File: config.mk
export PLATFORM = sky130hd
export DESIGN_NAME = stg_queue
export DESIGN_NICKNAME = d
export VERILOG_FILES = /design/src/hdl/stg_pkg.sv /design/src/hdl/stg_queue.sv
export SDC_FILE = /design/constraint.sdc
export NUM_CORES = 1
export LEC_CHECK = 0
export BUFFER_PORTS_ARGS = -buffer_cell sky130_fd_sc_hd__buf_2
export CAP_MARGIN = 20
export CORE_ASPECT_RATIO = 0.7
export CORE_MARGIN = 2
export CORE_UTILIZATION = 57
export CTS_BUF_LIST = sky130_fd_sc_hd__clkbuf_8
export CTS_CLUSTER_DIAMETER = 30
export DETAILED_ROUTE_END_ITERATION = 16
export PLACE_DENSITY = 0.82
export SKIP_CTS_REPAIR_TIMING = 1
export SLEW_MARGIN = 20
export SYNTH_ARGS = -nofsm -noshare
export SYNTH_HDL_FRONTEND = slang
export SYNTH_SLANG_ARGS = --single-unit
File: constraint.sdc
create_clock -name clock -period 2.9 [get_ports clock]
set_input_delay 0.435 -clock clock [delete_from_list [all_inputs] [get_ports clock]]
set_output_delay 0.435 -clock clock [all_outputs]
set_load 0.1 [all_outputs]
File: src/hdl/stg_pkg.sv
// Shared types, constants and the sine table function for the tone generator.
package stg_pkg;

   localparam int PHASE_BITS          = 32;
   localparam int STEP_BITS           = 32;
   localparam int LENGTH_BITS         = 24;
   localparam int FADE_BITS           = 22;
   localparam int GAIN_BITS           = 17;
   localparam int CSR_DATA_BITS       = 32;
   localparam int CSR_ADDR_BITS       = 4;
   localparam int REQ_DATA_BITS       = 8;
   localparam int QUEUE_DEPTH         = 4;

   localparam int COUNT_BITS_DEFAULT     = 24;
   localparam int SINE_ADDR_BITS_DEFAULT = 10;
   localparam int SAMPLE_BITS_DEFAULT    = 16;

   localparam logic [STEP_BITS-1:0]   PHASE_STEP_RESET  = 32'd42852281;
   localparam logic [LENGTH_BITS-1:0] TONE_LENGTH_RESET = 24'd44100;
   localparam logic [FADE_BITS-1:0]   FADE_LENGTH_RESET = 22'd441;
   localparam logic [GAIN_BITS-1:0]   FADE_GAIN_RESET   = 17'd148;
   localparam logic [GAIN_BITS-1:0]   UNITY_GAIN        = 17'h10000;

   localparam logic [63:0] HALF_PI_Q30 = 64'd1686629713;
   localparam logic [63:0] ONE_Q30     = 64'd1073741824;

   typedef enum logic [1:0] {
      REG_PHASE_STEP  = 2'd0,
      REG_TONE_LENGTH = 2'd1,
      REG_FADE_LENGTH = 2'd2,
      REG_FADE_GAIN   = 2'd3
   } reg_index_type;

   typedef struct packed {
      logic [STEP_BITS-1:0]   step;
      logic [LENGTH_BITS-1:0] length;
      logic [FADE_BITS-1:0]   fade;
      logic [GAIN_BITS-1:0]   gain;
   } cfg_type;

   typedef struct packed {
      logic                 sign;
      logic                 unity;
      logic [FADE_BITS-1:0] factor;
      logic                 last;
   } env_cmd_type;

   // Unsigned quotient by shift and subtract, one bit per step.
   function automatic logic [63:0] div_u64(input logic [63:0] num, input logic [63:0] den);
      logic [63:0] quo;
      logic [64:0] rem;
      quo = '0;
      rem = '0;
      for (int b = 63; b >= 0; b--) begin
         rem = {rem[63:0], num[b]};
         if (rem >= {1'b0, den}) begin
            rem    = rem - {1'b0, den};
            quo[b] = 1'b1;
         end
      end
      return quo;
   endfunction

   // Magnitude of the quarter sine at table entry m, by a Taylor series in Q2.30.
   function automatic logic [63:0] quarter_sine(input int unsigned m, input int addr_bits,
                                                input int sample_bits);
      logic [63:0] x;
      logic [63:0] x2;
      logic [63:0] term;
      logic [63:0] sum;
      logic [63:0] amp;
      logic [63:0] dv;
      x    = (64'(m) * HALF_PI_Q30) >> addr_bits;
      x2   = (x * x) >> 30;
      term = x;
      sum  = x;
      amp  = (64'd1 << (sample_bits - 1)) - 64'd1;
      for (int n = 1; n <= 7; n++) begin
         dv   = 64'((2 * n) * (2 * n + 1));
         term = div_u64((term * x2) >> 30, dv);
         if ((n & 1) != 0) begin
            sum = (sum >= term) ? sum - term : 64'd0;
         end else begin
            sum = sum + term;
         end
      end
      if (sum > ONE_Q30) begin
         sum = ONE_Q30;
      end
      return (sum * amp + (ONE_Q30 >> 1)) >> 30;
   endfunction

endpackage

File: src/hdl/stg_queue.sv
// Small first-in first-out queue between the front and back ends.
module stg_queue #(
   parameter int DATA_BITS = 8,
   parameter int DEPTH     = stg_pkg::QUEUE_DEPTH
) (
   input  logic                 clock,
   input  logic                 reset,
   input  logic                 push,
   input  logic [DATA_BITS-1:0] wr_data,
   output logic                 full,
   input  logic                 pop,
   output logic                 valid,
   output logic [DATA_BITS-1:0] rd_data
);
   import stg_pkg::*;

   localparam int PTR_BITS = (DEPTH > 1) ? $clog2(DEPTH) : 1;
   localparam int CNT_BITS = $clog2(DEPTH + 1);
   localparam logic [PTR_BITS-1:0] LAST_PTR = PTR_BITS'(DEPTH - 1);

   logic [DATA_BITS-1:0] mem [0:DEPTH-1];
   logic [PTR_BITS-1:0]  wr_ptr_ff, wr_ptr_in, rd_ptr_ff, rd_ptr_in;
   logic [CNT_BITS-1:0]  count_ff, count_in;
   logic                 do_push, do_pop;

   assign full    = count_ff == CNT_BITS'(DEPTH);
   assign valid   = count_ff != '0;
   assign rd_data = mem[rd_ptr_ff];
   assign do_push = push && !full;
   assign do_pop  = pop && valid;

   always_comb begin
      wr_ptr_in = wr_ptr_ff;
      rd_ptr_in = rd_ptr_ff;
      count_in  = count_ff;
      if (do_push) begin
         wr_ptr_in = (wr_ptr_ff == LAST_PTR) ? '0 : wr_ptr_ff + PTR_BITS'(1);
      end
      if (do_pop) begin
         rd_ptr_in = (rd_ptr_ff == LAST_PTR) ? '0 : rd_ptr_ff + PTR_BITS'(1);
      end
      if (do_push && !do_pop) begin
         count_in = count_ff + CNT_BITS'(1);
      end else if (do_pop && !do_push) begin
         count_in = count_ff - CNT_BITS'(1);
      end
   end

   always_ff @(posedge clock) begin
      if (reset) begin
         wr_ptr_ff <= '0;
         rd_ptr_ff <= '0;
         count_ff  <= '0;
      end else begin
         wr_ptr_ff <= wr_ptr_in;
         rd_ptr_ff <= rd_ptr_in;
         count_ff  <= count_in;
      end
   end

   always_ff @(posedge clock) begin
      if (do_push) begin
         mem[wr_ptr_ff] <= wr_data;
      end
   end

   a_count_bound: assert property (@(posedge clock) disable iff (reset)
      count_ff <= CNT_BITS'(DEPTH))
      else $error("queue count past depth");

   a_count_grow: assert property (@(posedge clock) disable iff (reset)
      (do_push && !do_pop) |=> count_ff == $past(count_ff) + CNT_BITS'(1))
      else $error("queue count did not advance on push");

endmodule

* Word-level counts from Yosys, hierarchy flattened *
Memories as Yosys holds them, arrays and structs flattened. A register that Yosys moved wholly into a read port is not among the register bits.
Index checks and enable logic that the tools add are counted.
W data, S select, Z words.

operators by class
  $add $sub $neg = 4
  reductions and logical operators = 9
  eq/ne operators = 3
  mux-type cells = 8

operators with widths
  cell                   count
  $mux W2                4
  $mux W3                2
  $add A2 B1 Y2 const B  2
  $eq A2 B2 Y1 const B   2
  $logic_and A1 B1 Y1    4
  $add A3 B1 Y3 const B  1
  $eq A3 B3 Y1 const B   1
  $logic_not A1 Y1       3
  $reduce_bool A3 Y1     1
  $sub A3 B1 Y3 const B  1
  $mux W1                2
  $reduce_bool A2 Y1     1

word-level totals
  memories kept = 1
  output and inout port bits = 10
  logic and storage cells = 28
  register bits after elaboration = 7
  bits of input ports = 12
  bits in writable memories = 32

memories
  memory  words  width  rd ports  clocked after Yosys merged registers in  write ports  RTL line         text
  mem     4      8      1         1                                        1            stg_queue.sv:21  logic [DATA_BITS-1:0] mem [0:DEPTH-1];

* Longest topological paths before layout *
Gate-level depths: netlist of run 1.

  depth in word-level cells = 7
  mapped depth = 10
  depth with buffers taken out = 9

* Least setup slack after synthesis of run 1 *
OpenSTA, ideal clock, no wires.

  path kind = reg-to-reg
  start = reg count_ff[0]
  end = reg count_ff[2]
  period minus slack after synthesis = 2167 ps
  library setup time = 70 ps
  buffers on the path = 1
  cell stages (with the launch flop) = 11
  setup slack = 733 ps
  arrival time = 2096 ps
  required time = 2830 ps
  cells stage by stage = dfxtp_1 > or3b_1 > buf_6 > clkinv_8 > nor2_4 > ha_1 > inv_1 > fa_1 > xor2_1 > or3_1 > a21oi_1

on the way
  word-level cells in the longest chain between the ends = 6
  elaborated cells between the ends (all ways) = 14
  those cells by class = add/sub: 2; eq/ne: 1; mux: 2; reduce/logical: 9

RTL lines
  what                                 RTL line         text
  start: declaration                   stg_queue.sv:23  logic [CNT_BITS-1:0] count_ff, count_in;
  start signal: assignment             stg_queue.sv:57  count_ff <= count_in;
  $eq A3 B3 Y1 (*)                     stg_queue.sv:26  assign full = count_ff == CNT_BITS'(DEPTH);
  net full                             stg_queue.sv:10  output logic full,
  $logic_not A1 Y1 (*)                 stg_queue.sv:29  assign do_push = push && !full;
  $logic_and A1 B1 Y1 (*)              stg_queue.sv:29
  net do_push                          stg_queue.sv:24  logic do_push, do_pop;
  $logic_not A1 Y1                     stg_queue.sv:44  end else if (do_pop && !do_push) begin
  $logic_and A1 B1 Y1                  stg_queue.sv:44
  $reduce_bool A2 Y1 (no source line)  n/a

The timed path passes the listed nets; every way through them passes the cells marked *. The select of a mux whose other input is x is not followed.
A chain may end at the register's enable or synchronous reset.

* Worst setup path in the final report of run 1 *
  start = reg count_ff[0]
  end = reg count_ff[2]

on the way
  word-level cells in the longest chain between the ends = 6
  elaborated cells between the ends (all ways) = 14
  those cells by class = add/sub: 2; eq/ne: 1; mux: 2; reduce/logical: 9

RTL lines
  what                                 RTL line
  $eq A3 B3 Y1 (*)                     stg_queue.sv:26
  $logic_not A1 Y1 (*)                 stg_queue.sv:29
  $logic_and A1 B1 Y1 (*)              stg_queue.sv:29
  net do_push                          stg_queue.sv:24
  $logic_not A1 Y1                     stg_queue.sv:44
  $logic_and A1 B1 Y1                  stg_queue.sv:44
  $reduce_bool A2 Y1 (no source line)  n/a

Marked as above.

==> impl_metrics.toml, run 1 <==
[logic_synthesis]
synth-seq-cells = 41
synth_edf_count = 32
synth_area_sq_mm = 0.001670
yosysUniqueCellTypes = 27
syn-num-nets = 111
yosysMostFrequentCell = "edfxtp_1"
synth_area_leaders = "edfxtp_1, dfxtp_1, mux4_2"
synth.avg_cell_area_sq_um = 18.16
yosys.area.top_type = "edfxtp_1"
yosysWarnings = 0
synthCells = 92
synth-seq-area-share_pct = 68.31
netlist.area_leader.share_pct = 57.53
synth-async-reset-ratio_pct = 0
ys_top_cells_by_count = "edfxtp_1, dfxtp_1, mux4_2"
synth_ff_type = "edfxtp_1"

[routing]
drc = 0
wirelength_microns = 2537
via_per_inst = 5.477
drtIter0Drc = 71
vias = 838
post_drt_wl_per_cell_microns = 16.58
first_pass_iters = 4
drtAntennaViolNets = 0

[place]
hpwl_microns = 1768
place_ws_ns = 0.5735
gp_congestion = 0.7614
dpl-instance-area_sq_mm = 0.001797
io_buffers = 21

[cts]
clk_pin_slew_worst_paths_ns = 0.07
cts_max_level = 2
cts.path.max_buffers = 2
cts_buffers = 5
cts.sinks = 41
root_buffer = "clkbuf_8"
cts_tree = "done"
clock_latency_ns = 0.29

[final_layout]
area_growth_pct = 13.18
diodes = 0
final_area_sq_mm = 0.001891
drive_gt1_share_pct = 35.90
final_util_pct = 67.46
layout.nets = 135
num-fill-cells = 199

[critical_path]
r2r_start = "count_ff[0]"
cp-end-kind = "register"
arrival_ns = 2.56
critPathLaunchType = "register"
regToRegSetupSlack_ns = 0.56
r2r_end = "count_ff[2]"
critical_path.max_fanout = 7
criticalPathCategory = "register to register"
cp.required_ns = 3.13
crit_start = "count_ff[0]"
rr_worst_depth = 9

[sta]
max-slew-margin-rel_pct = 63.67
worst_pin_slew_ns = 0.5442
finalWorstSetupSlack_ns = 0.5620
finalCriticalPeriod_ns = 2.338
clock_skew_ns = 0.005742
rsz0062_at_grt = "no"
drv_slew = 0
fin_setup_tns_ns = 0
finalHoldViolCount = 0
period_share_pct = 80.62
setup_viol = 0
max_freq_ghz = 0.4277

[global_routing]
grt_max_degree = 14
grt_pass1_vias = 854
grt_pass1_wl_microns = 4160
grt_overflow = 0
grt.total_usage_pct = 18.44
grt_antenna_before_repair = 0

[floorplan]
start_util_pct = 59.60
core_area_sq_mm = 0.002803
die_y_microns = 49.29
io-pin-count = 22
rows = 16
dieArea_sq_mm = 0.003386
die_x_microns = 68.70

[worst_hold_path]
hold_class = "primary input to register"
min_to = "mem[0][2]"
hp-start = "wr_data[2]"
worstHoldPathCells = 1

[power]
powerDensity_mw_per_mm2 = 1031
irDropWorstVdd_mv = 0.5781
power_w = 0.001949
p_leak_nw = 0.7106

[run_status]
status = "complete, no violations"

[run]
maxCapViolations = 0
==> layout by cell type (no fill, tap or decap), types with 2 or more instances in the layout <==
cell type  netlist  final
nor2_1           3      3
mux2i_1          2      2
ha_1             6      6
dfxtp_1          9      9
xor2_1           2      2
nand3_1          2      2
mux4_2           8      8
edfxtp_1        32     32
inv_1            3      4
clkbuf_8         0      6
o31ai_2          2      2
or3_1            3      3
buf_2            1     21
a21oi_1          2      2
and3_1           4      4
==> registers in the layout, indices dropped and copies added, names as in the netlist, named ones only <==
name / cells
count_ff: 3
mem: 32
wr_ptr_ff: 2
rd_ptr_ff: 2
==> metrics by stage <==
| step | hold slack, ns | instances |
|---|---|---|
| global placement | 0.4781 | 145 |
| floorplan | 0.4634 | 92 |
| finish | 0.3576 | 153 |
| detailed placement | 0.4997 | 145 |
| CTS | 0.3492 | 153 |
| global route | 0.3549 | 153 |
==> report_power, final <==
group	internal, W	total, W	switching (W)	leakage (nW)
Clock	0.000189	0.000368	0.000179	0.0486
Sequential	0.000717	0.000789	0.0000724	0.367
Combinational	0.000197	0.000791	0.000595	0.295
Total	0.00110	0.00195	0.000846	0.711
==> layout make-up <==
| type | count | area, sq um | area share (%) |
|---|---|---|---|
| clock inverter | 2 | 11.26 | 0.5956 |
| clock buffer | 6 | 82.58 | 4.368 |
| sequential | 41 | 1141 | 60.36 |
| timing repair buffer | 21 | 105.1 | 5.559 |
| inverter | 5 | 45.04 | 2.383 |
| multi-input combinational | 42 | 460.4 | 24.35 |
| tap | 36 | 45.04 | 2.383 |
==> cell families after synthesis <==
| family | synth area share [%] |
|---|---|
| XOR/XNOR | 1.049 |
| adder cells (fa/ha/maj) | 5.693 |
| buffers and inverters | 4.119 |
| AO/OA/AOI/OAI | 3.220 |
| AND/OR/NAND/NOR | 5.617 |
| multiplexers | 11.98 |
| flip-flops | 68.31 |
==> worst max-delay path: stages (launching register included) <==
cell      delay, ns
dfxtp_1        0.45
or3b_1         0.39
clkinv_8       0.08
nor2_4         0.11
ha_1           0.19
inv_1          0.07
fa_1           0.38
xor2_1         0.17
or3_1          0.30
a21oi_1        0.13
==> worst max path at each step <==
stage,endpoint,slack [ns],cells past startpoint
2_1_floorplan,count_ff[2],0.73,10
3_3_place_gp,count_ff[2],0.69,9
3_5_place_dp,count_ff[2],0.57,9
4_1_cts,rd_data[5],0.54,2
5_1_grt,count_ff[2],0.39,9
6_report,count_ff[2],0.56,9
==> metal layers <==
metal  global-route usage (%)  share of wire [%]
met1                    24.35                 45
met2                    26.60                 48
met3                    6.005                4.0
met5                        0                  0
met4                    10.78                2.3
Note: power is estimated with default switching activity, not from simulation.
==> inputs of run 2 (changes only) <==
--- a/config.mk
+++ b/config.mk
@@ -5,15 +5,16 @@
 export SDC_FILE = /design/constraint.sdc
 export NUM_CORES = 1
 export LEC_CHECK = 0
+export ABC_AREA = 1
 export BUFFER_PORTS_ARGS = -buffer_cell sky130_fd_sc_hd__buf_2
 export CAP_MARGIN = 20
 export CORE_ASPECT_RATIO = 0.7
 export CORE_MARGIN = 2
-export CORE_UTILIZATION = 57
+export CORE_UTILIZATION = 53
 export CTS_BUF_LIST = sky130_fd_sc_hd__clkbuf_8
 export CTS_CLUSTER_DIAMETER = 30
 export DETAILED_ROUTE_END_ITERATION = 16
-export PLACE_DENSITY = 0.82
+export PLACE_DENSITY = 0.8
 export SKIP_CTS_REPAIR_TIMING = 1
 export SLEW_MARGIN = 20
 export SYNTH_ARGS = -nofsm -noshare
==> constraint.sdc (replaced) <==
create_clock -name clock -period 2 [get_ports clock]
set_input_delay 0.3 -clock clock [delete_from_list [all_inputs] [get_ports clock]]
set_output_delay 0.3 -clock clock [all_outputs]
set_load 0.1 [all_outputs]
==> run 2 against run 1 <==
Compared with the run above:
- wire length increased by 24%
- global-route usage increased by 0.56 points
- hold slack got worse by 0.20 ns
- first-iteration DRC count decreased by 8.5%
- critical endpoint is now rd_data[5]
==> impl_metrics.toml, run 2 <==
[run_status]
status = "complete, no violations"

[final_layout]
num-fill-cells = 233
diodes = 0
layout_common_cells = "nor2_1, edfxtp_1, inv_1"
top_register = "mem"
final_util_pct = 65.75
drive_gt1_share_pct = 30.17
finalNonFillerCells = 217
multiInputGateArea_sq_um = 533.0
reg_top3 = "mem (32), count_ff (3)"
area_growth_pct = 20.09
largest_reg_flops = 32
seqCellArea_sq_mm = 0.001144
layout.nets = 197

[logic_synthesis]
synth_area_sq_mm = 0.001700
ys_top_cells_by_count = "edfxtp_1, nor2_1, inv_1"
yosys.area.top_type = "edfxtp_1"
synth.avg_cell_area_sq_um = 11.65
synth-seq-cells = 41
netlist.area_leader.share_pct = 56.51
synthCells = 146
synth_area_leaders = "edfxtp_1, dfxtp_1, nor2_1"
synth_ff_type = "edfxtp_1"
synth-async-reset-ratio_pct = 0
yosysWarnings = 0
syn-num-nets = 165
synth_edf_count = 32
yosysUniqueCellTypes = 20
synth-seq-area-share_pct = 67.11

[sta]
setup_viol = 0
period_share_pct = 95.92
max-slew-margin-rel_pct = 67.99
max_freq_ghz = 0.5212
drv_slew = 0
rsz0062_at_grt = "no"
finalCriticalPeriod_ns = 1.918
clock_skew_ns = 0.004029
finalHoldViolCount = 0
hold_ws_ns = 0.1552
fin_setup_tns_ns = 0
worst_pin_slew_ns = 0.4835

[floorplan]
rows = 17
die_x_microns = 71.70
die_y_microns = 51.39
io-pin-count = 22
dieArea_sq_mm = 0.003685
start_util_pct = 54.75
core_area_sq_mm = 0.003105

[critical_path]
r2r_start = "count_ff[1]"
cp_slowest_cell = "buf_2"
path_cells = "inv_2 -> nor2_1 -> o22ai_2 -> buf_2"
cp.required_ns = 1.70
critPathLaunchType = "register"
criticalPathCategory = "register to primary output"
critical_path.max_fanout = 16
cp-end-kind = "primary output"
cp_top_family = "buffers and inverters"
cp.depth = 4
critPathBufInv = 2
rr_worst_depth = 12
arrival_ns = 1.62
cpPeakStageDelay_ns = 0.44

[global_routing]
grt_max_degree = 17
grt_pass1_wl_microns = 4892
grt_pass1_vias = 1140
grt.total_usage_pct = 19.00
grt_overflow = 0
grt_antenna_before_repair = 0

[place]
io_buffers = 21
dp.cells = 209
hpwl_microns = 2189
gp_congestion = 0.7500

[cts]
cts.sinks = 41
clock_latency_ns = 0.29
cts_buffers = 5
root_buffer = "clkbuf_8"
cts_tree = "done"
cts_max_level = 2
clk_pin_slew_worst_paths_ns = 0.08
cts.path.max_buffers = 2

[routing]
vias = 1140
via_per_inst = 5.253
drtAntennaViolNets = 0
first_pass_iters = 4
drc = 0
post_drt_wl_per_cell_microns = 14.46
drtIter0Drc = 65
wirelength_microns = 3138

[worst_hold_path]
worstHoldPathCells = 2
hp-start = "reset"
hold_class = "primary input to register"

[run]
maxCapViolations = 0
-- run 2: cell types whose count changed after synthesis, moves of 2 or more --
cell | previous run | this run
mux2i_1 | 2 | 0
mux4_2 | 8 | 0
inv_1 | 3 | 16
o31ai_2 | 2 | 0
o22ai_1 | 0 | 8
and3_1 | 4 | 0
or3_1 | 3 | 0
o21ai_0 | 1 | 13
nand2_2 | 0 | 3
nand3b_1 | 0 | 2
o21ai_2 | 0 | 3
nor2_1 | 3 | 32
nand2_1 | 1 | 11
-- run 2: cells by family after synthesis --
| kind of cell | share of synthesized area (%) |
|---|---|
| AND/OR/NAND/NOR | 12.51 |
| flip-flops | 67.11 |
| AO/OA/AOI/OAI | 9.198 |
| buffers and inverters | 5.077 |
| adder cells (fa/ha/maj) | 5.592 |
| XOR/XNOR | 0.5152 |
-- run 2: final timing paths --
check	end	slack, ns
setup / recovery	rd_data[5]	0.08
hold / removal	count_ff[0]	0.16
setup reg to reg	count_ff[2]	0.16
hold reg to reg	wr_ptr_ff[1]	0.54
-- run 2: area by class of cell --
type / instances / area share [%]
clock buffers: 5 / 3.370
clock inverters: 3 / 0.8578
inverters: 17 / 3.125
multi-input cells: 86 / 26.10
flip-flops and latches: 41 / 56.01
well taps: 38 / 2.328
repair buffers: 27 / 8.211
-- run 2: per-layer routing --
layer / GRT usage, % / share of wire (%)
met1: 20.55 / 43
met2: 32.72 / 52
met3: 7.692 / 3.9
met4: 9.119 / 1.3
met5: 0 / 0
-- run 2: per-stage QoR --
step / area [sq um] / worst slack [ns]
2_1_floorplan: 1755 / 0.1158
3_3_place_gp: 1931 / 0.1982
3_5_place_dp: 1931 / 0.1365
4_1_cts: 2017 / -0.05937
5_1_grt: 2042 / 0.004024
6_report: 2042 / 0.08153
Power of run 2 is left out: the tool's default activity adds up to more than one toggle a clock period on the data nets, which glitch-free logic cannot reach.
