File: src/hdl/stg_pkg.sv
// Shared types, constants and the sine table function for the tone generator.
package stg_pkg;

   localparam int PHASE_BITS          = 32;
   localparam int STEP_BITS           = 32;
   localparam int LENGTH_BITS         = 24;
   localparam int FADE_BITS           = 22;
   localparam int GAIN_BITS           = 17;
   localparam int CSR_DATA_BITS       = 32;
   localparam int CSR_ADDR_BITS       = 4;
   localparam int REQ_DATA_BITS       = 8;
   localparam int QUEUE_DEPTH         = 4;

   localparam int COUNT_BITS_DEFAULT     = 24;
   localparam int SINE_ADDR_BITS_DEFAULT = 10;
   localparam int SAMPLE_BITS_DEFAULT    = 16;

   localparam logic [STEP_BITS-1:0]   PHASE_STEP_RESET  = 32'd42852281;
   localparam logic [LENGTH_BITS-1:0] TONE_LENGTH_RESET = 24'd44100;
   localparam logic [FADE_BITS-1:0]   FADE_LENGTH_RESET = 22'd441;
   localparam logic [GAIN_BITS-1:0]   FADE_GAIN_RESET   = 17'd148;
   localparam logic [GAIN_BITS-1:0]   UNITY_GAIN        = 17'h10000;

   localparam logic [63:0] HALF_PI_Q30 = 64'd1686629713;
   localparam logic [63:0] ONE_Q30     = 64'd1073741824;

   typedef enum logic [1:0] {
      REG_PHASE_STEP  = 2'd0,
      REG_TONE_LENGTH = 2'd1,
      REG_FADE_LENGTH = 2'd2,
      REG_FADE_GAIN   = 2'd3
   } reg_index_type;

   typedef struct packed {
      logic [STEP_BITS-1:0]   step;
      logic [LENGTH_BITS-1:0] length;
      logic [FADE_BITS-1:0]   fade;
      logic [GAIN_BITS-1:0]   gain;
   } cfg_type;

   typedef struct packed {
      logic                 sign;
      logic                 unity;
      logic [FADE_BITS-1:0] factor;
      logic                 last;
   } env_cmd_type;

   // Unsigned quotient by shift and subtract, one bit per step.
   function automatic logic [63:0] div_u64(input logic [63:0] num, input logic [63:0] den);
      logic [63:0] quo;
      logic [64:0] rem;
      quo = '0;
      rem = '0;
      for (int b = 63; b >= 0; b--) begin
         rem = {rem[63:0], num[b]};
         if (rem >= {1'b0, den}) begin
            rem    = rem - {1'b0, den};
            quo[b] = 1'b1;
         end
      end
      return quo;
   endfunction

   // Magnitude of the quarter sine at table entry m, by a Taylor series in Q2.30.
   function automatic logic [63:0] quarter_sine(input int unsigned m, input int addr_bits,
                                                input int sample_bits);
      logic [63:0] x;
      logic [63:0] x2;
      logic [63:0] term;
      logic [63:0] sum;
      logic [63:0] amp;
      logic [63:0] dv;
      x    = (64'(m) * HALF_PI_Q30) >> addr_bits;
      x2   = (x * x) >> 30;
      term = x;
      sum  = x;
      amp  = (64'd1 << (sample_bits - 1)) - 64'd1;
      for (int n = 1; n <= 7; n++) begin
         dv   = 64'((2 * n) * (2 * n + 1));
         term = div_u64((term * x2) >> 30, dv);
         if ((n & 1) != 0) begin
            sum = (sum >= term) ? sum - term : 64'd0;
         end else begin
            sum = sum + term;
         end
      end
      if (sum > ONE_Q30) begin
         sum = ONE_Q30;
      end
      return (sum * amp + (ONE_Q30 >> 1)) >> 30;
   endfunction

endpackage

File: src/hdl/stg_front.sv
// Front end: accept tick words, advance index and phase, classify the fade region.
module stg_front #(
   parameter int COUNT_BITS     = stg_pkg::COUNT_BITS_DEFAULT,
   parameter int SINE_ADDR_BITS = stg_pkg::SINE_ADDR_BITS_DEFAULT
) (
   input  logic                    clock,
   input  logic                    reset,
   input  logic                    req_valid,
   output logic                    req_ready,
   input  logic                    restart,
   input  stg_pkg::cfg_type        cfg,
   input  logic                    full,
   output logic                    push,
   output logic [SINE_ADDR_BITS:0] entry,
   output stg_pkg::env_cmd_type    cmd
);
   import stg_pkg::*;

   localparam int CW = ((COUNT_BITS > LENGTH_BITS) ? COUNT_BITS : LENGTH_BITS) + 2;
   localparam logic signed [CW-1:0] ONE_S = 1;
   localparam logic [SINE_ADDR_BITS:0] QUARTER = {1'b1, {SINE_ADDR_BITS{1'b0}}};

   logic [COUNT_BITS-1:0]     index_ff, index_in, idx;
   logic [PHASE_BITS-1:0]     phase_ff, phase_in, phase;
   logic signed [CW-1:0]      idx_s, len_s, fade_s, diff_s;
   logic [1:0]                quadrant;
   logic [SINE_ADDR_BITS-1:0] addr;
   logic                      fade_on, fade_in, fade_out, last;

   assign req_ready = !full;
   assign push      = req_valid && !full;

   always_comb begin
      idx      = restart ? '0 : index_ff;
      phase    = restart ? '0 : phase_ff;
      idx_s    = signed'(CW'(idx));
      len_s    = signed'(CW'(cfg.length));
      fade_s   = signed'(CW'(cfg.fade));
      diff_s   = len_s - idx_s;
      fade_on  = cfg.fade != '0;
      fade_in  = fade_on && (idx_s < fade_s);
      fade_out = fade_on && (diff_s < fade_s);
      last     = diff_s <= ONE_S;
      quadrant = phase[PHASE_BITS-1 -: 2];
      addr     = phase[PHASE_BITS-3 -: SINE_ADDR_BITS];
      entry    = quadrant[0] ? QUARTER - {1'b0, addr} : {1'b0, addr};
      cmd.sign  = quadrant[1];
      cmd.unity = !(fade_in || fade_out);
      cmd.last  = last;
      if (fade_in) begin
         cmd.factor = idx_s[FADE_BITS-1:0];
      end else if (diff_s[CW-1]) begin
         cmd.factor = '0;
      end else begin
         cmd.factor = diff_s[FADE_BITS-1:0];
      end
   end

   always_comb begin
      index_in = index_ff;
      phase_in = phase_ff;
      if (push) begin
         if (last) begin
            index_in = '0;
            phase_in = '0;
         end else begin
            index_in = idx + COUNT_BITS'(1);
            phase_in = phase + cfg.step;
         end
      end
   end

   always_ff @(posedge clock) begin
      if (reset) begin
         index_ff <= '0;
         phase_ff <= '0;
      end else begin
         index_ff <= index_in;
         phase_ff <= phase_in;
      end
   end

   a_last_clears: assert property (@(posedge clock) disable iff (reset)
      (push && cmd.last) |=> (index_ff == '0 && phase_ff == '0))
      else $error("state not cleared after last word");

endmodule

File: config.mk
export PLATFORM = sky130hd
export DESIGN_NAME = stg_front
export DESIGN_NICKNAME = d
export VERILOG_FILES = /design/src/hdl/stg_pkg.sv /design/src/hdl/stg_front.sv
export SDC_FILE = /design/constraint.sdc
export NUM_CORES = 1
export LEC_CHECK = 0
export BUFFER_PORTS_ARGS = -buffer_cell sky130_fd_sc_hd__buf_2
export CORE_ASPECT_RATIO = 1.25
export CORE_MARGIN = 4
export CORE_UTILIZATION = 35
export DETAILED_ROUTE_END_ITERATION = 12
export GPL_TIMING_DRIVEN = 0
export PLACE_DENSITY_LB_ADDON = 0.08
export SLEW_MARGIN = 30
export SYNTH_ARGS = -nofsm -noshare
export SYNTH_HDL_FRONTEND = slang
export SYNTH_SLANG_ARGS = --single-unit
File: constraint.sdc
create_clock -name clock -period 14.8 [get_ports clock]
set_input_delay 1.48 -clock clock [delete_from_list [all_inputs] [get_ports clock]]
set_output_delay 1.48 -clock clock [all_outputs]
set_load 0.02 [all_outputs]
# Word level (Yosys, flattened, before mapping)
# Cells that the tools add are included.
# op_classes
n_addsub	4
reduce_logical	7
n_lt_le_gt_ge	3
n_mux	7
# op_table
cell	n
$mux W32	2
$mux W24	2
$mux W22	2
$add A32 B32 Y32	1
$le A25 B2 Y1 const B	1
$lt A25 B23 Y1	1
$sub A24 B24 Y25	1
$add A24 B1 Y24 const B	1
$lt A24 B22 Y1	1
$reduce_bool A22 Y1	1
$mux W11	1
$sub A11 B10 Y11 const A	1
$logic_and A1 B1 Y1	3
$logic_not A1 Y1	2
$logic_or A1 B1 Y1	1
# totals
reg_bits	56
out_inout_bits	38

# Depth between registers and ports, before layout
# Gate-level depths: netlist of run 1.
# depth
depth_word	6
mapped_depth	21
mapped_depth_nobuf	18

# Least setup slack after synthesis of run 1
# OpenSTA, ideal clock, no wires.
# synth_path
path_type	input port to output port
start	input port restart
end	output port cmd[23] (netlist name)
required_ps	13320
cell_stages	19
path_buffers	3
path_slack_ps	7606
arrival_time_ps	5714
cell_sequence	inv_1 -> clkbuf_1 -> buf_1 -> nand2_1 -> ha_1 -> nor2b_1 -> o2111a_1 -> or3_1 -> buf_2 -> a31oi_1 -> o211ai_1 -> xor2_1 -> ha_1 -> nand4_1 -> or4_1 -> a31oi_1 -> a211o_1 -> o211ai_1 -> a211oi_1
# synth_rtl
item	line	source
start, declared	stg_front.sv:10	input logic restart,
end, declared	stg_front.sv:15	output stg_pkg::env_cmd_type cmd

# Worst setup path in the final report of run 1
# layout_path
start	input port restart
end	output port cmd[0] (netlist name)
# layout_via
elab_chain_len	3
# layout_lines
item	line	source
$mux W24	stg_front.sv:34	idx = restart ? '0 : index_ff;
$sub A24 B24 Y25	stg_front.sv:39	diff_s = len_s - idx_s;
$le A25 B2 Y1	stg_front.sv:43	last = diff_s <= ONE_S;
# Every way passes these cells.

==> flow_metrics.env, run 1 <==
export IMPL_top_layer="met4"
export IMPL_numCtsBuffers=5
export IMPL_rr_startpoint="index_ff[0]$_SDFFE_PP0P_"
export IMPL_critPathKind="primary input to output port"
export IMPL_arrival_ns=7.35
export IMPL_globalplace_congestion=0.9280
export IMPL_ff2ff_path_depth=17
export IMPL_crit_path_start_kind="primary input"
export IMPL_io_buffer_count=119
export IMPL_ctsHtreeMaxLevel=2
export IMPL_synth_edf_count=0
export IMPL_startpoint="restart"
export IMPL_drc=0
export IMPL_cts_sinks=56
export IMPL_clock_power_share=0.321
export IMPL_gr_usage_all_layers=0.1903
export IMPL_maxSlewViolCount=0
export IMPL_yosys_register_bits=56
export IMPL_async_flop_share=0
export IMPL_path_clk_slew_ns=0.07
export IMPL_wl_met3_um=721
export IMPL_via_per_inst=5.265
export IMPL_final_nets=1286
export IMPL_ys_top_cells_by_area="ha_1 (17%), dfxtp_1 (16%), nand2_1 (5.2%), nor2_1 (4.4%), a21oi_1 (4.2%)"
export IMPL_hold_path_class="flip-flop to flip-flop"
export IMPL_drive_above_1_share=0.1463
export IMPL_grt_max_degree=17
export IMPL_dpl_cell_area_mm2=0.008144
export IMPL_rsz0062_at_grt="false"
export IMPL_core_area_mm2=0.02017
export IMPL_ant_nets=0
export IMPL_vias=7145
export IMPL_slew_headroom=0.4151
export IMPL_postCtsSetupRepairBufs=0
export IMPL_rrSetupSlack_ns=9.59
export IMPL_setup_viol=0
export IMPL_wl_per_cell_um=16.24
export IMPL_design_area_mm2=0.008327
export IMPL_cts_tree="yes"
export IMPL_final_cells=1357
export IMPL_syn_inst=960
export IMPL_p_leak_nw=4.216
export IMPL_switchingPower_w=0.0001482
export IMPL_status="finished, final reports clean"
export IMPL_fin_skew_ns=0.007492
export IMPL_cts_root_buf="clkbuf_16"
export IMPL_antenna_found_initial=0
export IMPL_path_buf_inv=9
export IMPL_wl_met2_um=11000
export IMPL_rr_endpoint="index_ff[15]$_SDFFE_PP0P_"
export IMPL_antenna_cells=0
export IMPL_synthFlopType="dfxtp_1"
export IMPL_max_freq_mhz=113.2
export IMPL_wl_met1_um=9953
export IMPL_wl_um=22040
export IMPL_final_min_clock_period_ns=8.834
export IMPL_rows=58
export IMPL_worst_pin_slew_ns=0.8636
export IMPL_worst_setup_path_end_kind="output port"
export IMPL_seq_power_share=0.348
export IMPL_p_int_w=0.0003065
export IMPL_syn_avg_cell_area_um2=7.511
export IMPL_dpl_hpwl_um=18410
export IMPL_cellPowerDensity_mw_per_mm2=54.60
export IMPL_critPathTopFamily="buffers and inverters"
export IMPL_start_util=0.3574
export IMPL_path_depth=20
export IMPL_initialDrtViolationCount=251
export IMPL_grt_overflow=0
export IMPL_ios=138
export IMPL_ir_drop_mv=0.04117
export IMPL_synth_commonest_cells="nand2_1 (99), ha_1 (98), nor2_1 (85)"
export IMPL_swShare=0.3259
export IMPL_hold_violations=0
export IMPL_die_y_um=168.5
export IMPL_tns_ns=0
export IMPL_die_w_um=136.4
export IMPL_slowest_delay_ns=0.59
export IMPL_p_comb_frac=0.331
export IMPL_area_growth_syn_to_layout_pct=15.48
export IMPL_first_pass_iters=4
export IMPL_die_area_mm2=0.02298
export IMPL_yosysMostFrequentCell="nand2_1"
export IMPL_synth_seq_area_share=0.1555
export IMPL_critPathMaxFanout=10
export IMPL_synth_area_mm2=0.007211
export IMPL_required_ns=13.32
export IMPL_timing_critical_path_to="cmd[0]"
export IMPL_finalCritPeriodShare=0.5969
export IMPL_synth_top_area_cell="ha_1"
export IMPL_slowest_stage="nor3_1"
export IMPL_worstPathCellList="buf_2 > inv_1 > clkbuf_1 > buf_1 > nand2_1 > ha_1 > clkbuf_1 > a31oi_1 > o221ai_1 > nand3_1 > nor3_1 > or2_1 > o211ai_1 > or3b_2 > or4_4 > o21ai_4 > buf_6 > buf_8 > buf_4 > buf_2"
export IMPL_post_cts_resized=0
export IMPL_clock_path_buffers=2
export IMPL_yosys_area_top_type_share=0.1701
export IMPL_place_inst=1349
export IMPL_grt_pass1_wl_um=35540
export IMPL_syn_nets=1160
export IMPL_synth_distinct_cells=76
export IMPL_maxCapViolations=0
export IMPL_insertion_delay_ns=0.30
export IMPL_cts_hold_buf=0
export IMPL_grt_pass1_vias=7005
export IMPL_synth_warnings=0
==> worst min path at each step <==
stage | start | to | slack [ns] | cells past startpoint
finish | phase_ff[17]$_SDFFE_PP0P_ | phase_ff[17]$_SDFFE_PP0P_ | 0.47 | 2
global route | phase_ff[10]$_SDFFE_PP0P_ | phase_ff[10]$_SDFFE_PP0P_ | 0.49 | 1
CTS | phase_ff[17]$_SDFFE_PP0P_ | phase_ff[17]$_SDFFE_PP0P_ | 0.47 | 2
detailed placement | phase_ff[17]$_SDFFE_PP0P_ | phase_ff[17]$_SDFFE_PP0P_ | 0.44 | 2
global placement | phase_ff[17]$_SDFFE_PP0P_ | phase_ff[17]$_SDFFE_PP0P_ | 0.44 | 2
floorplan | phase_ff[17]$_SDFFE_PP0P_ | phase_ff[17]$_SDFFE_PP0P_ | 0.41 | 2
==> worst reg2reg max path, stage by stage, from the launching register on <==
cell and delay, ns:
dfxtp_1 0.39, nor2b_1 0.42, ha_1 0.26, inv_1 0.05, fa_1 0.43, a211oi_1 0.31
o21bai_1 0.23, a311oi_1 0.56, o21ai_1 0.29, o21ai_0 0.26, xor2_1 0.22, or3b_2 0.46
or4_4 0.47, o21ai_4 0.19, buf_6 0.18, buf_8 0.17, a2bb2oi_2 0.14, nor2_1 0.05
==> kinds of logic after synthesis <==
| group | share of synthesized area |
|---|---|
| flops | 0.1555 |
| simple gates | 0.2417 |
| compound gates | 0.2648 |
| fa+ha+maj | 0.1756 |
| buf+inv | 0.05934 |
| mux | 0.03627 |
| xor+xnor | 0.06681 |
==> power groups by stage <==
stage,combinational (W),sequential (W),clock (W)
floorplan,0.000107,0.000161,0
global placement,0.000151,0.000161,0
detailed placement,0.000151,0.000161,0
CTS,0.000152,0.000158,0.000151
global route,0.000171,0.000159,0.000154
finish,0.000151,0.000158,0.000146
==> sequential cells by signal (all words and copies together), names as in the netlist <==
register	cells
phase_ff	32
index_ff	24
==> cell usage in the layout, fill, tap and decap left out, drive strengths merged, types with 6 or more instances in the layout <==
master / Yosys / routed
xnor2: 34 / 34
o21a: 8 / 8
xor2: 21 / 21
a2bb2oi: 13 / 13
a211oi: 11 / 11
a21o: 24 / 24
nor3: 17 / 17
nand2: 99 / 99
a21oi: 61 / 61
nor2: 85 / 85
or3: 10 / 10
and3: 13 / 13
nor2b: 44 / 44
a31oi: 17 / 17
mux2i: 25 / 25
nand3: 22 / 22
nor4: 7 / 7
buf: 12 / 131
inv: 65 / 65
dfxtp: 56 / 56
o211ai: 10 / 10
o21ai: 39 / 39
o21bai: 8 / 8
ha: 98 / 98
clkbuf: 29 / 36
nand4: 13 / 13
or4: 6 / 6
nand2b: 12 / 12
a22o: 33 / 33
==> layer usage <==
metal,vias up,global-route usage
met3,21,0.01219
met2,141,0.3499
met4,0,0.04428
met5,-,0
li1,3751,-
met1,3232,0.2410
==> layout make-up <==
| class | instances | area [um2] |
|---|---|---|
| Sequential cell | 56 | 1121 |
| Fill cell | 2208 | 11850 |
| Multi-Input combinational cell | 798 | 5662 |
| Inverter | 65 | 244.0 |
| Tap cell | 270 | 337.8 |
| Buffer | 41 | 183.9 |
| Timing Repair Buffer | 119 | 595.6 |
| Clock buffer | 7 | 152.6 |
| Clock inverter | 1 | 30.03 |
==> through the flow <==
stage | hold slack (ns) | util | total power, W | setup slack [ns]
4_1_cts | 0.4656 | 0.4127 | 0.0004602 | 5.973
6_report | 0.4714 | 0.4127 | 0.0004547 | 5.966
3_3_place_gp | 0.4373 | 0.4037 | 0.0003123 | 5.931
3_5_place_dp | 0.4372 | 0.4037 | 0.0003123 | 5.983
5_1_grt | 0.4885 | 0.4127 | 0.0004835 | 5.669
2_1_floorplan | 0.4118 | - | 0.0002673 | 7.606
No activity file was read; power rests on OpenSTA's default activity.
==> run 2: changes to the inputs <==
==> constraint.sdc (replaced) <==
create_clock -name clock -period 7.6 [get_ports clock]
set_input_delay 0.76 -clock clock [delete_from_list [all_inputs] [get_ports clock]]
set_output_delay 0.76 -clock clock [all_outputs]
set_load 0.02 [all_outputs]
==> flow_metrics.env, run 2 (synthesis results as in run 1) <==
export IMPL_status="finished, final reports clean"
export IMPL_finalCritPeriodShare=0.9398
export IMPL_maxCapViolations=0
export IMPL_die_area_mm2=0.02298
export IMPL_setup_viol=0
export IMPL_crit_path_start_kind="primary input"
export IMPL_die_y_um=168.5
export IMPL_worstPathCellList="buf_2 > inv_1 > clkbuf_1 > clkbuf_2 > nand2_1 > ha_1 > clkbuf_1 > a31oi_1 > o221ai_1 > nand3_1 > nor3_1 > or2_1 > o211ai_1 > or3b_2 > or4_4 > o21ai_4 > buf_6 > buf_8 > buf_4 > buf_2"
export IMPL_wl_um=22040
export IMPL_gr_usage_all_layers=0.1903
export IMPL_required_ns=6.84
export IMPL_core_area_mm2=0.02017
export IMPL_nFillCells=2208
export IMPL_max_freq_mhz=140.0
export IMPL_die_w_um=136.4
export IMPL_worst_setup_path_end_kind="output port"
export IMPL_antenna_found_initial=0
export IMPL_critPathMaxFanout=10
export IMPL_io_buffer_count=119
export IMPL_final_nets=1286
export IMPL_cts_root_buf="clkbuf_16"
export IMPL_use_met2=0.3499
export IMPL_grt_pass1_vias=7005
export IMPL_postCtsSetupRepairBufs=0
export IMPL_post_cts_resized=0
export IMPL_initialDrtViolationCount=251
export IMPL_first_pass_iters=4
export IMPL_start_util=0.3574
export IMPL_multi_input_area_mm2=0.005662
export IMPL_tns_ns=0
export IMPL_antenna_cells=0
export IMPL_area_growth_syn_to_layout_pct=15.50
export IMPL_p_leak_nw=4.219
export IMPL_use_met3=0.01219
export IMPL_hold_violations=0
export IMPL_cts_sinks=56
export IMPL_grt_max_degree=17
export IMPL_worst_pin_slew_ns=0.8636
export IMPL_vias=7146
export IMPL_final_min_clock_period_ns=7.142
export IMPL_fin_skew_ns=0.007252
export IMPL_ir_drop_mv=0.08018
export IMPL_cts_tree="yes"
export IMPL_maxSlewViolCount=0
export IMPL_slew_headroom=0.4151
export IMPL_ios=138
export IMPL_slowest_delay_ns=0.59
export IMPL_use_met1=0.2410
export IMPL_path_buf_inv=9
export IMPL_critPathTopFamily="simple AND/OR/NAND/NOR gates"
export IMPL_hold_path_class="flip-flop to flip-flop"
export IMPL_critPathKind="primary input to output port"
export IMPL_layout_common_cells="buf_2 (124), nand2_1 (99), ha_1 (98)"
export IMPL_whs_ns=0.4714
export IMPL_insertion_delay_ns=0.30
export IMPL_largest_reg_flops=32
export IMPL_cellPowerDensity_mw_per_mm2=106.3
export IMPL_top_register="phase_ff"
export IMPL_largest_registers="phase_ff x32, index_ff x24"
export IMPL_grt_pass1_wl_um=35540
export IMPL_drc=0
export IMPL_clock_path_buffers=2
export IMPL_final_common_cell="buf_2"
export IMPL_seq_area_mm2=0.001121
export IMPL_path_clk_slew_ns=0.07
export IMPL_cts_hold_buf=0
export IMPL_drive_above_1_share=0.1472
export IMPL_globalplace_congestion=0.9280
export IMPL_via_per_inst=5.266
export IMPL_grt_most_used_layer="met2"
export IMPL_numCtsBuffers=5
export IMPL_rsz0062_at_grt="false"
export IMPL_ctsHtreeMaxLevel=2
export IMPL_ant_nets=0
export IMPL_arrival_ns=6.38
export IMPL_dpl_hpwl_um=18410
export IMPL_slowest_stage="nor3_1"
export IMPL_rows=58
export IMPL_wl_per_cell_um=16.24
export IMPL_grt_overflow=0
[run 2: metrics by stage]
stage | std cells | power [W] | cell area [um2] | worst slack, ns | util
5_1_grt | 1357 | 0.0009416 | 8328 | 0.1693 | 0.4128
3_3_place_gp | 1349 | 0.0006082 | 8144 | 0.1712 | 0.4037
4_1_cts | 1357 | 0.0008961 | 8327 | 0.2126 | 0.4127
2_1_floorplan | 960 | 0.0005205 | 7211 | 1.846 | -
3_5_place_dp | 1349 | 0.0006081 | 8144 | 0.2235 | 0.4037
6_report | 1357 | 0.0008852 | 8328 | 0.4577 | 0.4128
[run 2: final cells by class]
type / count / share of cell area
timing repair buffer: 119 / 0.07151
sequential: 56 / 0.1346
clock inverter: 1 / 0.003606
multi-input combinational: 798 / 0.6798
tap: 270 / 0.04056
buffer: 41 / 0.02224
clock buffer: 7 / 0.01833
inverter: 65 / 0.02930
[run 2: worst register-to-register path: cells and delay by family (launching register included)]
| family | cells | cell delay [ns] |
|---|---|---|
| AOI/OAI and AO/OA | 7 | 1.98 |
| xor gates and xnor gates | 1 | 0.22 |
| adders and majority gates | 2 | 0.69 |
| buffers and inverters | 3 | 0.40 |
| DFF | 1 | 0.39 |
| and+or+nand+nor | 4 | 1.40 |
[run 2: worst paths after layout]
path | startpoint | endpoint | slack, ns | depth (start not counted)
worst max-delay path | restart | cmd[0] | 0.46 | 20
worst min-delay path | phase_ff[17]$_SDFFE_PP0P_ | phase_ff[17]$_SDFFE_PP0P_ | 0.47 | 2
worst max register to register | index_ff[0]$_SDFFE_PP0P_ | index_ff[15]$_SDFFE_PP0P_ | 2.39 | 17
worst min register to register | phase_ff[17]$_SDFFE_PP0P_ | phase_ff[17]$_SDFFE_PP0P_ | 0.47 | 2
[run 2: report_power, final]
group / internal (W) / leakage [nW] / switching, W / total [W]
sequential: 0.000302 / 0.454 / 0.00000604 / 0.000308
clock: 0.000174 / 0.0901 / 0.000110 / 0.000284
combinational: 0.000121 / 3.67 / 0.000172 / 0.000293
total: 0.000597 / 4.22 / 0.000288 / 0.000885
[run 2: per-layer routing]
| layer | wire length (um) | vias to the layer above |
|---|---|---|
| met1 | 9948 | 3233 |
| met2 | 11010 | 141 |
| met4 | 366 | 0 |
| met5 | 0 | - |
| li1 | - | 3751 |
| met3 | 721 | 21 |
==> run 3: changes to the inputs <==
--- a/config.mk
+++ b/config.mk
@@ -6,6 +6,8 @@
 export NUM_CORES = 1
 export LEC_CHECK = 0
 export BUFFER_PORTS_ARGS = -buffer_cell sky130_fd_sc_hd__buf_2
+export CELL_PAD_IN_SITES_DETAIL_PLACEMENT = 0
+export CELL_PAD_IN_SITES_GLOBAL_PLACEMENT = 1
 export CORE_ASPECT_RATIO = 1.25
 export CORE_MARGIN = 4
 export CORE_UTILIZATION = 35
==> constraint.sdc (replaced) <==
create_clock -name clock -period 7.6 [get_ports clock]
set_input_delay 0.76 -clock clock [delete_from_list [all_inputs] [get_ports clock]]
set_output_delay 0.76 -clock clock [all_outputs]
set_load 0.1 [all_outputs]
==> flow_metrics.env, run 3 (synthesis results as in run 1) <==
export IMPL_dpl_cell_area_mm2=0.008144
export IMPL_required_ns=6.84
export IMPL_initialDrtViolationCount=278
export IMPL_critPathMaxFanout=10
export IMPL_io_buffer_count=119
export IMPL_ctsHtreeMaxLevel=2
export IMPL_switchingPower_w=0.0003123
export IMPL_ios=138
export IMPL_start_util=0.3574
export IMPL_setup_viol=0
export IMPL_final_min_clock_period_ns=7.275
export IMPL_wl_um=22680
export IMPL_largest_reg_flops=32
export IMPL_finalCritPeriodShare=0.9572
export IMPL_via_per_inst=5.303
export IMPL_die_y_um=168.5
export IMPL_p_leak_nw=4.203
export IMPL_cts_root_buf="clkbuf_16"
export IMPL_final_nets=1286
export IMPL_cts_tree="yes"
export IMPL_maxCapViolations=0
export IMPL_gr_usage_all_layers=0.1964
export IMPL_numCtsBuffers=5
export IMPL_crit_path_start_kind="primary input"
export IMPL_vias=7196
export IMPL_critPathKind="primary input to output port"
export IMPL_insertion_delay_ns=0.30
export IMPL_cellPowerDensity_mw_per_mm2=103.6
export IMPL_arrival_ns=6.51
export IMPL_worst_pin_slew_ns=0.9172
export IMPL_p_int_w=0.0005469
export IMPL_die_w_um=136.4
export IMPL_layout_common_cells="buf_2 (125), nand2_1 (99), ha_1 (98)"
export IMPL_area_growth_syn_to_layout_pct=15.01
export IMPL_status="finished, final reports clean"
export IMPL_first_pass_iters=5
export IMPL_swShare=0.3635
export IMPL_ant_nets=0
export IMPL_path_clk_slew_ns=0.08
export IMPL_slew_headroom=0.3788
export IMPL_die_area_mm2=0.02298
export IMPL_whs_ns=0.4617
export IMPL_finalPower_w=0.0008592
export IMPL_cts_hold_buf=0
export IMPL_seq_power_share=0.358
export IMPL_clock_power_share=0.275
export IMPL_grt_max_degree=17
export IMPL_p_comb_frac=0.367
export IMPL_antenna_cells=0
export IMPL_grt_pass1_wl_um=36630
export IMPL_cts_sinks=56
export IMPL_grt_pass1_vias=7073
export IMPL_fin_skew_ns=0.006317
export IMPL_postCtsSetupRepairBufs=0
export IMPL_rsz0062_at_grt="false"
export IMPL_rows=58
export IMPL_core_area_mm2=0.02017
export IMPL_wl_per_cell_um=16.71
export IMPL_drc=0
export IMPL_worst_setup_path_end_kind="output port"
export IMPL_hold_violations=0
export IMPL_design_area_mm2=0.008293
export IMPL_clock_path_buffers=2
export IMPL_antenna_found_initial=0
export IMPL_top_register="phase_ff"
export IMPL_max_freq_mhz=137.5
export IMPL_hold_path_class="flip-flop to flip-flop"
export IMPL_largest_registers="phase_ff x32, index_ff x24"
export IMPL_final_common_cell="buf_2"
export IMPL_maxSlewViolCount=0
export IMPL_globalplace_congestion=0.8843
export IMPL_drive_above_1_share=0.1472
export IMPL_ir_drop_mv=0.08029
export IMPL_grt_overflow=0
export IMPL_dpl_hpwl_um=18830
==> run 3: cell types whose count changed in the layout (fill, tap and decap cells not counted) <==
cell	previous run	this run
clkbuf_8	2	0
clkinv_4	0	1
buf_2	124	125
clkbuf_1	28	29
nor3_1	16	15
nor3_2	1	2
bufinv_16	1	0
==> run 3: worst paths after layout <==
kind / startpoint / to / slack (ns) / cells after the start
max: restart / cmd[0] / 0.33 / 19
min: phase_ff[17]$_SDFFE_PP0P_ / phase_ff[17]$_SDFFE_PP0P_ / 0.46 / 2
max reg2reg: index_ff[0]$_SDFFE_PP0P_ / phase_ff[3]$_SDFFE_PP0P_ / 2.27 / 16
min reg2reg: phase_ff[17]$_SDFFE_PP0P_ / phase_ff[17]$_SDFFE_PP0P_ / 0.46 / 2
==> run 3: metrics by stage <==
stage          std cells  utilization  setup WS, ns  TNS [ns]
2_1_floorplan        960            -        0.2047         0
3_3_place_gp        1349       0.4037       -0.2872   -0.4050
3_5_place_dp        1349       0.4037       -0.2621   -0.3965
4_1_cts             1357       0.4108       0.02607         0
5_1_grt             1357       0.4111       0.04840         0
6_report            1357       0.4111        0.3253         0
==> run 3: critical path: stages <==
cell and delay [ns]:
buf_2 0.16, inv_1 0.18, clkbuf_2 0.33, buf_2 0.36
nand2_1 0.21, fa_1 0.50, a211oi_1 0.31, o21bai_1 0.23
a311oi_1 0.61, o21ai_1 0.32, o21ai_0 0.31, xor2_1 0.21
or3b_2 0.46, or4_4 0.48, o21ai_4 0.19, buf_6 0.19
buf_8 0.17, buf_4 0.12, buf_2 0.41
==> run 3: layer usage <==
metal  vias to the layer above  wire length, um  global-route usage
li1                       3758                -                   -
met1                      3282            10230              0.2544
met2                       135            11180              0.3481
met3                        21              729             0.01576
met4                         0              540             0.05349
met5                         -                0                   0
==> run 3: repair_timing <==
action | in CTS | in global routing
resized for setup | 1 | 3
endpoints found under the setup margin | 2 | 2
cloned | 0 | 0
==> run 3: area by class of cell <==
class	instances	area, um2
Buffer	41	186.4
Clock buffer	7	132.6
Clock inverter	1	8.758
Fill cell	2256	11880
Inverter	65	244.0
Multi-Input combinational cell	798	5667
Sequential cell	56	1121
Tap cell	270	337.8
Timing Repair Buffer	119	595.6
==> run 3: power groups by stage <==
stage / clock [W] / sequential, W / combinational (W)
2_1_floorplan: 0 / 0.000313 / 0.000228
3_3_place_gp: 0 / 0.000314 / 0.000317
3_5_place_dp: 0 / 0.000314 / 0.000317
4_1_cts: 0.000244 / 0.000307 / 0.000318
5_1_grt: 0.000255 / 0.000309 / 0.000356
6_report: 0.000236 / 0.000308 / 0.000316
